===== config.mk =====
export PLATFORM = sky130hd
export DESIGN_NAME = bidirectional_key_table_core
export DESIGN_NICKNAME = d
export VERILOG_FILES = /design/src/rtl/bkt_pkg.sv /design/src/rtl/bkt_in_reg.sv /design/src/rtl/bkt_table.sv /design/src/rtl/bidirectional_key_table_core.sv
export SDC_FILE = /design/constraint.sdc
export NUM_CORES = 1
export LEC_CHECK = 0
export BUFFER_PORTS_ARGS = -buffer_cell sky130_fd_sc_hd__buf_2
export CAP_MARGIN = 10
export CORE_MARGIN = 2
export CORE_UTILIZATION = 55
export DETAILED_ROUTE_END_ITERATION = 12
export GPL_TIMING_DRIVEN = 1
export PLACE_DENSITY = 0.72
export SYNTH_ARGS = -nofsm -noshare
export SYNTH_HDL_FRONTEND = slang
export SYNTH_SLANG_ARGS = --single-unit

===== constraint.sdc =====
create_clock -name aclk -period 4.3 [get_ports aclk]
set_clock_uncertainty 0.1 [all_clocks]
set_input_delay 1.075 -clock aclk [delete_from_list [all_inputs] [get_ports aclk]]
set_output_delay 1.075 -clock aclk [all_outputs]
set_load 0.05 [all_outputs]

===== src/rtl/bkt_pkg.sv =====
package bkt_pkg;

    typedef logic [1:0] action_t;
    typedef logic [1:0] status_t;

    localparam action_t ACT_INSERT_KEEP    = 2'd0;
    localparam action_t ACT_INSERT_REPLACE = 2'd1;
    localparam action_t ACT_LOOKUP_FIRST   = 2'd2;
    localparam action_t ACT_LOOKUP_SECOND  = 2'd3;

    localparam status_t ST_DONE = 2'd0;
    localparam status_t ST_MISS = 2'd1;
    localparam status_t ST_KEPT = 2'd2;
    localparam status_t ST_FULL = 2'd3;

endpackage


===== src/rtl/bkt_in_reg.sv =====
module bkt_in_reg
    import bkt_pkg::*;
#(
    parameter int FIRST_KEY_BITS  = 16,
    parameter int SECOND_KEY_BITS = 8
) (
    input  logic                       aclk,
    input  logic                       aresetn,
    input  logic                       s_valid,
    output logic                       s_ready,
    input  action_t                    s_action,
    input  logic [FIRST_KEY_BITS-1:0]  s_first_key,
    input  logic [SECOND_KEY_BITS-1:0] s_second_key,
    input  logic                       advance,
    output logic                       req_valid,
    output action_t                    req_action,
    output logic [FIRST_KEY_BITS-1:0]  req_first_key,
    output logic [SECOND_KEY_BITS-1:0] req_second_key
);

    logic                       valid_reg;
    logic                       valid_next;
    action_t                    action_reg;
    logic [FIRST_KEY_BITS-1:0]  first_key_reg;
    logic [SECOND_KEY_BITS-1:0] second_key_reg;

    // the held request leaves when the table stage takes it
    assign s_ready    = !valid_reg || advance;
    assign valid_next = (s_valid && s_ready) || (valid_reg && !advance);

    always_ff @(posedge aclk) begin
        if (!aresetn) begin
            valid_reg <= 1'b0;
        end else begin
            valid_reg <= valid_next;
        end
    end

    always_ff @(posedge aclk) begin
        if (s_valid && s_ready) begin
            action_reg     <= s_action;
            first_key_reg  <= s_first_key;
            second_key_reg <= s_second_key;
        end
    end

    assign req_valid      = valid_reg;
    assign req_action     = action_reg;
    assign req_first_key  = first_key_reg;
    assign req_second_key = second_key_reg;

endmodule


===== src/rtl/bkt_table.sv =====
module bkt_table
    import bkt_pkg::*;
#(
    parameter int ENTRIES         = 16,
    parameter int FIRST_KEY_BITS  = 16,
    parameter int SECOND_KEY_BITS = 8
) (
    input  logic                       aclk,
    input  logic                       aresetn,
    input  logic                       go,
    input  action_t                    req_action,
    input  logic [FIRST_KEY_BITS-1:0]  req_first_key,
    input  logic [SECOND_KEY_BITS-1:0] req_second_key,
    output status_t                    res_status,
    output logic [FIRST_KEY_BITS-1:0]  res_found_first,
    output logic [SECOND_KEY_BITS-1:0] res_found_second
);

    logic [ENTRIES-1:0]         valid_reg;
    logic [ENTRIES-1:0]         valid_next;
    logic [FIRST_KEY_BITS-1:0]  first_store_reg  [ENTRIES];
    logic [SECOND_KEY_BITS-1:0] second_store_reg [ENTRIES];

    logic [ENTRIES-1:0]         eq_first;
    logic [ENTRIES-1:0]         eq_second;
    logic [ENTRIES-1:0]         hit_first;
    logic [ENTRIES-1:0]         hit_second;
    logic [ENTRIES-1:0]         valid_kept;
    logic [ENTRIES-1:0]         hit_first_kept;
    logic [ENTRIES-1:0]         free_map;
    logic [ENTRIES-1:0]         alloc_map;
    logic [ENTRIES-1:0]         wr_first;
    logic [ENTRIES-1:0]         wr_second;
    logic [FIRST_KEY_BITS-1:0]  sel_first;
    logic [SECOND_KEY_BITS-1:0] sel_second;

    always_comb begin
        for (int i = 0; i < ENTRIES; i++) begin
            eq_first[i]  = (first_store_reg[i] == req_first_key);
            eq_second[i] = (second_store_reg[i] == req_second_key);
        end
    end

    assign hit_first  = valid_reg & eq_first;
    assign hit_second = valid_reg & eq_second;

    // replace drops the entry holding the second key before anything else
    assign valid_kept     = (req_action == ACT_INSERT_REPLACE) ? (valid_reg & ~hit_second)
                                                               : valid_reg;
    assign hit_first_kept = valid_kept & eq_first;
    assign free_map       = ~valid_kept;
    // lowest free entry, one-hot
    assign alloc_map      = free_map & (~free_map + {{(ENTRIES-1){1'b0}}, 1'b1});

    always_comb begin
        sel_first  = '0;
        sel_second = '0;
        for (int i = 0; i < ENTRIES; i++) begin
            if (hit_second[i]) begin
                sel_first = sel_first | first_store_reg[i];
            end
            if (hit_first[i]) begin
                sel_second = sel_second | second_store_reg[i];
            end
        end
    end

    always_comb begin
        valid_next       = valid_reg;
        wr_first         = '0;
        wr_second        = '0;
        res_status       = ST_DONE;
        res_found_first  = '0;
        res_found_second = '0;
        case (req_action)
            ACT_INSERT_KEEP: begin
                if ((|hit_first) || (|hit_second)) begin
                    res_status = ST_KEPT;
                end else if (|free_map) begin
                    valid_next = valid_kept | alloc_map;
                    wr_first   = alloc_map;
                    wr_second  = alloc_map;
                end else begin
                    res_status = ST_FULL;
                end
            end
            ACT_INSERT_REPLACE: begin
                valid_next = valid_kept;
                if (|hit_first_kept) begin
                    wr_second = hit_first_kept;
                end else if (|free_map) begin
                    valid_next = valid_kept | alloc_map;
                    wr_first   = alloc_map;
                    wr_second  = alloc_map;
                end else begin
                    res_status = ST_FULL;
                end
            end
            ACT_LOOKUP_FIRST: begin
                if (|hit_first) begin
                    res_found_second = sel_second;
                end else begin
                    res_status = ST_MISS;
                end
            end
            ACT_LOOKUP_SECOND: begin
                if (|hit_second) begin
                    res_found_first = sel_first;
                end else begin
                    res_status = ST_MISS;
                end
            end
            default: begin
                res_status = ST_MISS;
            end
        endcase
    end

    always_ff @(posedge aclk) begin
        if (!aresetn) begin
            valid_reg <= '0;
        end else if (go) begin
            valid_reg <= valid_next;
        end
    end

    always_ff @(posedge aclk) begin
        for (int i = 0; i < ENTRIES; i++) begin
            if (go && wr_first[i]) begin
                first_store_reg[i] <= req_first_key;
            end
            if (go && wr_second[i]) begin
                second_store_reg[i] <= req_second_key;
            end
        end
    end

`ifndef SYNTH
    // keys stay unique across valid entries
    a_first_unique: assert property (@(posedge aclk) disable iff (!aresetn)
        $onehot0(hit_first))
        else $error("first key held by more than one entry");

    a_second_unique: assert property (@(posedge aclk) disable iff (!aresetn)
        $onehot0(hit_second))
        else $error("second key held by more than one entry");

    a_full_only_when_full: assert property (@(posedge aclk) disable iff (!aresetn)
        go && res_status == ST_FULL |-> &valid_reg)
        else $error("full reported with a free entry");

    a_lookup_keeps_table: assert property (@(posedge aclk) disable iff (!aresetn)
        go && (req_action == ACT_LOOKUP_FIRST || req_action == ACT_LOOKUP_SECOND)
        |=> valid_reg == $past(valid_reg))
        else $error("lookup changed table occupancy");
`endif

endmodule


===== src/rtl/bidirectional_key_table_core.sv =====
// bidirectional key table: up to ENTRIES pairs, both keys unique
// s_ channel: one request per handshake (action, first key, second key)
//   insert-or-keep, insert-or-replace, lookup by first, lookup by second
// m_ channel: exactly one result per request, in request order
//   status, found_first (reverse lookup), found_second (forward lookup)
// path: an accepted request waits in the input register, then the table acts
//   on it and its result is loaded into the output register for m_
// throughput: one request per cycle while m_ready is high; each request
//   sees the table as left by the one before, since the table updates at
//   the edge that loads the result; all entries are compared in parallel, so
//   the result timing does not depend on ENTRIES or on the action
// reset (aresetn low, synchronous): table empty, both channels idle
// stall: while m_ready is low the result holds, one further request waits
//   in the input register, and s_ready then drops
module bidirectional_key_table_core
    import bkt_pkg::*;
#(
    parameter int ENTRIES         = 16,
    parameter int FIRST_KEY_BITS  = 16,
    parameter int SECOND_KEY_BITS = 8
) (
    input  logic                       aclk,
    input  logic                       aresetn,
    input  logic                       s_valid,
    output logic                       s_ready,
    input  logic [1:0]                 s_action,
    input  logic [FIRST_KEY_BITS-1:0]  s_first_key,
    input  logic [SECOND_KEY_BITS-1:0] s_second_key,
    output logic                       m_valid,
    input  logic                       m_ready,
    output logic [1:0]                 m_status,
    output logic [FIRST_KEY_BITS-1:0]  m_found_first,
    output logic [SECOND_KEY_BITS-1:0] m_found_second
);

    logic                       req_valid;
    action_t                    req_action;
    logic [FIRST_KEY_BITS-1:0]  req_first_key;
    logic [SECOND_KEY_BITS-1:0] req_second_key;
    logic                       advance;

    status_t                    res_status;
    logic [FIRST_KEY_BITS-1:0]  res_found_first;
    logic [SECOND_KEY_BITS-1:0] res_found_second;

    logic                       out_valid_reg;
    logic                       out_valid_next;
    status_t                    status_reg;
    logic [FIRST_KEY_BITS-1:0]  found_first_reg;
    logic [SECOND_KEY_BITS-1:0] found_second_reg;

    assign advance        = req_valid && (!out_valid_reg || m_ready);
    assign out_valid_next = advance || (out_valid_reg && !m_ready);

    bkt_in_reg #(
        .FIRST_KEY_BITS  (FIRST_KEY_BITS),
        .SECOND_KEY_BITS (SECOND_KEY_BITS)
    ) u_in_reg (
        .aclk           (aclk),
        .aresetn        (aresetn),
        .s_valid        (s_valid),
        .s_ready        (s_ready),
        .s_action       (s_action),
        .s_first_key    (s_first_key),
        .s_second_key   (s_second_key),
        .advance        (advance),
        .req_valid      (req_valid),
        .req_action     (req_action),
        .req_first_key  (req_first_key),
        .req_second_key (req_second_key)
    );

    bkt_table #(
        .ENTRIES         (ENTRIES),
        .FIRST_KEY_BITS  (FIRST_KEY_BITS),
        .SECOND_KEY_BITS (SECOND_KEY_BITS)
    ) u_table (
        .aclk             (aclk),
        .aresetn          (aresetn),
        .go               (advance),
        .req_action       (req_action),
        .req_first_key    (req_first_key),
        .req_second_key   (req_second_key),
        .res_status       (res_status),
        .res_found_first  (res_found_first),
        .res_found_second (res_found_second)
    );

    always_ff @(posedge aclk) begin
        if (!aresetn) begin
            out_valid_reg <= 1'b0;
        end else begin
            out_valid_reg <= out_valid_next;
        end
    end

    always_ff @(posedge aclk) begin
        if (advance) begin
            status_reg       <= res_status;
            found_first_reg  <= res_found_first;
            found_second_reg <= res_found_second;
        end
    end

    assign m_valid        = out_valid_reg;
    assign m_status       = status_reg;
    assign m_found_first  = found_first_reg;
    assign m_found_second = found_second_reg;

`ifndef SYNTH
    // a found key comes back only with a found status
    a_zero_unless_found: assert property (@(posedge aclk) disable iff (!aresetn)
        out_valid_reg && status_reg != ST_DONE
        |-> found_first_reg == '0 && found_second_reg == '0)
        else $error("returned key on a result that found nothing");

    a_no_overwrite: assert property (@(posedge aclk) disable iff (!aresetn)
        out_valid_reg && !m_ready |-> !advance)
        else $error("pending result overwritten");
`endif

endmodule


* Yosys cells after proc, flatten, opt, wreduce, memory -nomap -nowiden
Memories as Yosys holds them, arrays and structs flattened.
Cells that the tools add are included.
** Cells by class
- Muxes and demuxes :: 159
- Equality and inequality tests :: 37
- Reductions and logical operators :: 69
- Add/sub/neg operators :: 1
- Bitwise operators :: 39
** Operators by type and width (count)
- 2-to-1 mux 16 bit :: 40
- OR reduction 16 bit :: 19
- equality test 16 bit :: 16
- OR 16 bit :: 16
- equality test 8 bit :: 16
- 2-to-1 mux 8 bit :: 16
- OR 8 bit :: 15
- case mux 16 bit (2 select lines) :: 3
- 2-to-1 mux 1 bit :: 81
- AND 16 bit :: 5
- 2-to-1 mux 4 bit :: 15
- inverter 16 bit :: 3
- logical AND 1 bit :: 36
- adder 16 x 1 -> 16 bit (second input constant) :: 1
- case mux 2 bit (4 select lines) :: 1
- 2-to-1 mux 2 bit :: 3
- logical OR 1 bit :: 5
- equality test 2 bit (second input constant) :: 2
- zero test 1 bit :: 4
- AND reduction 2 bit :: 2
- AND reduction 4 bit :: 1
- equality test 2 x 1 -> 1 bit (second input constant) :: 1
- zero test 2 bit :: 1
- inequality test 2 x 1 -> 1 bit (second input constant) :: 1
- 2 further kinds :: 2
** Word-level totals
- Output and inout bits :: 28
- Flip-flop bits (word level) :: 70
- Memories kept :: 2
- RAM bits :: 384
** Memories
- u_table.first_store_reg :: words 16, bits a word 16, rd ports 16, clocked after Yosys merged registers in 0, write ports 1, RTL line bkt_table.sv:21 : logic [FIRST_KEY_BITS-1:0] first_store_reg [ENTRIES];
- u_table.second_store_reg :: words 16, bits a word 8, rd ports 16, clocked after Yosys merged registers in 0, write ports 16, RTL line bkt_table.sv:22 : logic [SECOND_KEY_BITS-1:0] second_store_reg [ENTRIES];

* Logic depth before layout (Yosys ltp)
An unclocked memory read counts as a cell.
- Depth after elaboration :: 34
- Depth in mapped cells :: 13
- Mapped depth without buffers :: 9

* By module
Synthesis repeated with hierarchy kept, for this count alone.
** Second synthesis, totals
- Cells, all modules :: 1572
- Area, all modules :: 21655.8 um^2
** Modules (own cells, without submodules)
- bkt_table :: sequential area each 11851.4 um^2, times used 1, cells an instance 1511, area each 19989.2 um^2
- bkt_in_reg :: sequential area each 800.8 um^2, times used 1, cells an instance 31, area each 838.3 um^2
- bidirectional_key_table_core :: sequential area each 800.8 um^2, times used 1, cells an instance 30, area each 828.3 um^2

* Worst setup path after synthesis
No wires, ideal clock.
- Kind :: reg2reg
- Start :: reg u_in_reg.second_key_reg[1] (netlist: u_in_reg.req_second_key[1])
- End :: mem u_table.first_store_reg[5][0] (netlist: u_table.first_store_reg[0][80]), enable pin
- Arrival time :: 4025 ps
- Buffers on the path :: 4
- Library setup time :: 409 ps
- Cell stages (with the launch flop) :: 14
- Setup slack :: -235 ps
- Data required time :: 3791 ps
- Period minus slack after synthesis :: 4535 ps
- Path through :: edfxtp_1 > buf_4 > buf_12 > xor2_1 > nor4_1 > and4_4 > buf_6 > or4_4 > nor4_4 > nand3_2 > nor3_1 > o21ai_1 > buf_2 > nor3_1
** On the way
- Cells in the longest elaborated chain, start to end :: 31
- Elaborated cells on any way between the ends :: 126
** Ends and longest elaborated chain
- from (decl) :: RTL line bkt_in_reg.sv:25 : logic [SECOND_KEY_BITS-1:0] second_key_reg;
- from (signal assigned) :: RTL line bkt_in_reg.sv:43 : second_key_reg <= s_second_key;
- equality test 8 bit :: RTL line bkt_table.sv:40 : eq_second[i] = (second_store_reg[i] == req_second_key);
- AND 16 bit * :: RTL line bkt_table.sv:45 : assign hit_second = valid_reg & eq_second;
- inverter 16 bit :: RTL line bkt_table.sv:48 : assign valid_kept = (req_action == ACT_INSERT_REPLACE) ? (valid_reg & ~hit_second)
- AND 16 bit :: RTL line bkt_table.sv:48
- 2-to-1 mux 16 bit :: RTL line bkt_table.sv:48
- inverter 16 bit :: RTL line bkt_table.sv:51 : assign free_map = ~valid_kept;
- inverter 16 bit :: RTL line bkt_table.sv:53 : assign alloc_map = free_map & (~free_map + {{(ENTRIES-1){1'b0}}, 1'b1});
- adder 16 x 1 -> 16 bit :: RTL line bkt_table.sv:53
- AND 16 bit :: RTL line bkt_table.sv:53
- 2-to-1 mux 16 bit :: RTL line bkt_table.sv:79, bkt_table.sv:91
- 2-to-1 mux 16 bit, on equally long branches :: RTL line bkt_table.sv:89, bkt_table.sv:77
- case mux 16 bit (2 select lines) * :: RTL line bkt_table.sv:75 : case (req_action)
- logical AND 1 bit :: RTL line bkt_table.sv:129 : if (go && wr_first[i]) begin
- 2-to-1 mux 1 bit :: RTL line bkt_table.sv:129
- 2-to-1 mux 1 bit (not written as such) :: RTL line bkt_table.sv:130 : first_store_reg[i] <= req_first_key;
- OR reduction 16 bit (no source line)
- 2-to-1 mux 4 bit (no source line) or 2-to-1 mux 1 bit (tied branches) (15 in a row)
- to (decl) :: RTL line bkt_table.sv:21
Every way passes the cells marked *; elsewhere a longest branch is shown, timed or not.

==> flow_summary.json <==
{
  "final_cells": 2279,
  "worstHoldPathCells": 2,
  "synth_ff_type": "edfxtp_1",
  "period_needed_ns": 4.153,
  "num_rows": 72,
  "fp.dieH_um": 202.1,
  "ys_ff_latch": 454,
  "synth_edf_count": 436,
  "worstPathRequired_ns": 4.50,
  "clockRootBuffer": "clkbuf_16",
  "rsz0062_at_grt": "false",
  "start_kind": "flop",
  "max_freq_mhz": 240.8,
  "fin_setup_tns_ns": 0,
  "leakage_uw": 0.008102,
  "htree_levels": 2,
  "synthesis.nets": 1598,
  "initial_utilization_pct": 55.83,
  "endpoint_kind": "flop",
  "cts_buffers": 47,
  "rrSetupSlack_ns": 0.15,
  "worst_pin_slew_ns": 0.9553,
  "grt_start_max_net_pins": 33,
  "setup_viol_count_final": 0,
  "worstReg2RegEnd": "u_table.second_store_reg[1][60]$_DFFE_PP_",
  "antenna_found_initial": 5,
  "drive_above_1_share_pct": 17.83,
  "portBuffers": 57,
  "cts_hold_buf": 0,
  "power_density_nw_per_um2": 377.9,
  "overflow": 0,
  "postCtsSetupRepairBufs": 0,
  "grt_pass1_wl_um": 101100,
  "fp.dieArea_um2": 40830,
  "wire_per_inst_um": 30.95,
  "cts_resized": 0,
  "syn-cell-area_um2": 21580,
  "drt-vias-per-instance": 6.787,
  "peakVddDrop_mv": 0.3417,
  "ioPinCount": 58,
  "cts_tree": "yes",
  "dr.pass1.iters": 8,
  "hold_class": "reg2reg",
  "dpl.cell_count": 2194,
  "cts_num_sinks": 454,
  "utilization_pct": 64.90,
  "grt_pass1_vias": 14640,
  "timing.rr.start": "u_in_reg.req_second_key[7]$_DFFE_PP_",
  "hold_end": "u_table.valid_reg[13]$_SDFFE_PN0P_",
  "synthArstFlopShare_pct": 0,
  "mostFrequentLayoutCell": "edfxtp_1",
  "clkTransAtPathRegs_ns": 0.05,
  "grt_usage_pct": 34.42,
  "synthDistinctLibCells": 56,
  "worstPathArrival_ns": 4.35,
  "criticalPathCategory": "reg2reg",
  "syn_area_per_cell_um2": 13.76,
  "syn_to_final_growth_pct": 16.25,
  "gp_congestion": 0.9710,
  "status": "finished clean",
  "yosysWarningCount": 0,
  "reg2reg_depth": 13,
  "num_vias": 15470,
  "antenna_cells": 0,
  "hold_viol": 0,
  "critPathMaxFanout": 25,
  "slew_headroom_pct": 36.32,
  "drcViolationCount": 0,
  "largest_reg_flops": 256,
  "final_nets": 1755,
  "ys_seq_area_share_pct": 62.35,
  "dpl.hpwl_um": 50970,
  "finalMaxSlewViolations": 0,
  "postSynthCellCount": 1568,
  "postRouteAntennaNets": 0,
  "routed_wl_um": 70550,
  "hold_start": "u_table.valid_reg[13]$_SDFFE_PN0P_",
  "fin_crit_sh_pct": 96.59,
  "total_power_uw": 9478,
  "cts_buffer_depth": 3,
  "core_um2": 38650,
  "drv_cap": 0,
  "die_w_um": 202.1,
  "final_cell_mix": "436 x edfxtp_1, 210 x xor2_1, 174 x xnor2_1",
  "clkLatencyLatePin_ns": 0.61,
  "drt_iter0_markers": 2483
}
-- cell type report --
class	count	area [um2]
Multi-Input combinational cell	997	7610
Inverter	17	63.81
Clock inverter	33	281.5
Tap cell	518	648.1
Fill cell	2866	13560
Clock buffer	52	1195
Timing Repair Buffer	208	1832
Sequential cell	454	13450
-- routing by layer --
layer  up-vias  track usage, %  part of all wire [%]
li1       6416               -                     -
met1      7758           53.22                    41
met2      1191           47.99                    42
met3       100           10.29                    16
met4         2           7.274                   2.0
met5         -               0                 0.027
-- kinds of logic after synthesis --
| kind of cell | Yosys count | synth area share (%) |
|---|---|---|
| flops | 454 | 62.35 |
| compound gates | 265 | 9.928 |
| buf+inv | 117 | 3.010 |
| xor+xnor | 384 | 15.59 |
| simple gates | 348 | 9.127 |
-- power breakdown --
part	total, uW	switching, uW	internal (uW)
combinational	560	356	204
sequential	4930	42.6	4880
clock	3990	1740	2250
total	9480	2140	7340
-- critical path, cell delays in order (launching register included) --
cell and delay (ns):
edfxtp_1 0.48, buf_12 0.22, xor2_1 0.18, nor4_1 0.55, nand3_1 0.30, a22oi_1 0.36
nand4_1 0.17, buf_4 0.18, nor3_1 0.18, o21ai_2 0.11, buf_12 0.16, buf_4 0.19
o32ai_1 0.41, buf_4 0.26
-- stage by stage --
stage | hold WS, ns | setup slack, ns | area, um2
after floorplan | 0.3488 | -0.2345 | 21580
after global placement | 0.3781 | 0.1911 | 23590
after detailed placement | 0.3875 | 0.06907 | 23590
after CTS | 0.3932 | 0.06450 | 25060
after global routing | 0.4277 | 0.002395 | 25080
final | 0.3920 | 0.1467 | 25080
-- synth_stat cells (all sizes together), types with 17 or more instances --
| cell type | n | share of area (%) |
|---|---|---|
| nor4 | 62 | 2.0 |
| nand4 | 55 | 1.6 |
| a222oi | 33 | 1.5 |
| a31oi | 17 | 0.49 |
| nor3 | 39 | 0.90 |
| clkbuf | 46 | 0.80 |
| xnor2 | 174 | 7.1 |
| nand2 | 57 | 0.99 |
| dfxtp | 18 | 1.7 |
| a22o | 39 | 1.6 |
| edfxtp | 436 | 61 |
| and3 | 19 | 0.55 |
| nand3 | 40 | 0.97 |
| buf | 54 | 1.9 |
| inv | 17 | 0.30 |
| xor2 | 210 | 8.5 |
| nor2 | 30 | 0.52 |
| a221oi | 39 | 1.6 |
| a22oi | 72 | 2.5 |
-- how the worst max path moves through the flow --
stage	slack, ns	from	endpoint	depth (start not counted)
after detailed placement	0.07	u_in_reg.req_second_key[7]$_DFFE_PP_	u_table.first_store_reg[1][2]$_DFFE_PP_	12
after floorplan	-0.23	u_in_reg.req_second_key[1]$_DFFE_PP_	u_table.first_store_reg[0][80]$_DFFE_PP_	13
final	0.15	u_in_reg.req_second_key[7]$_DFFE_PP_	u_table.second_store_reg[1][60]$_DFFE_PP_	13
after CTS	0.06	u_in_reg.req_second_key[7]$_DFFE_PP_	u_table.first_store_reg[1][4]$_DFFE_PP_	12
after global routing	0.002	u_in_reg.req_second_key[7]$_DFFE_PP_	u_table.second_store_reg[1][62]$_DFFE_PP_	13
after global placement	0.19	u_in_reg.req_second_key[7]$_DFFE_PP_	u_table.valid_reg[9]$_SDFFE_PN0P_	12
No activity file was read; power rests on OpenSTA's default activity.
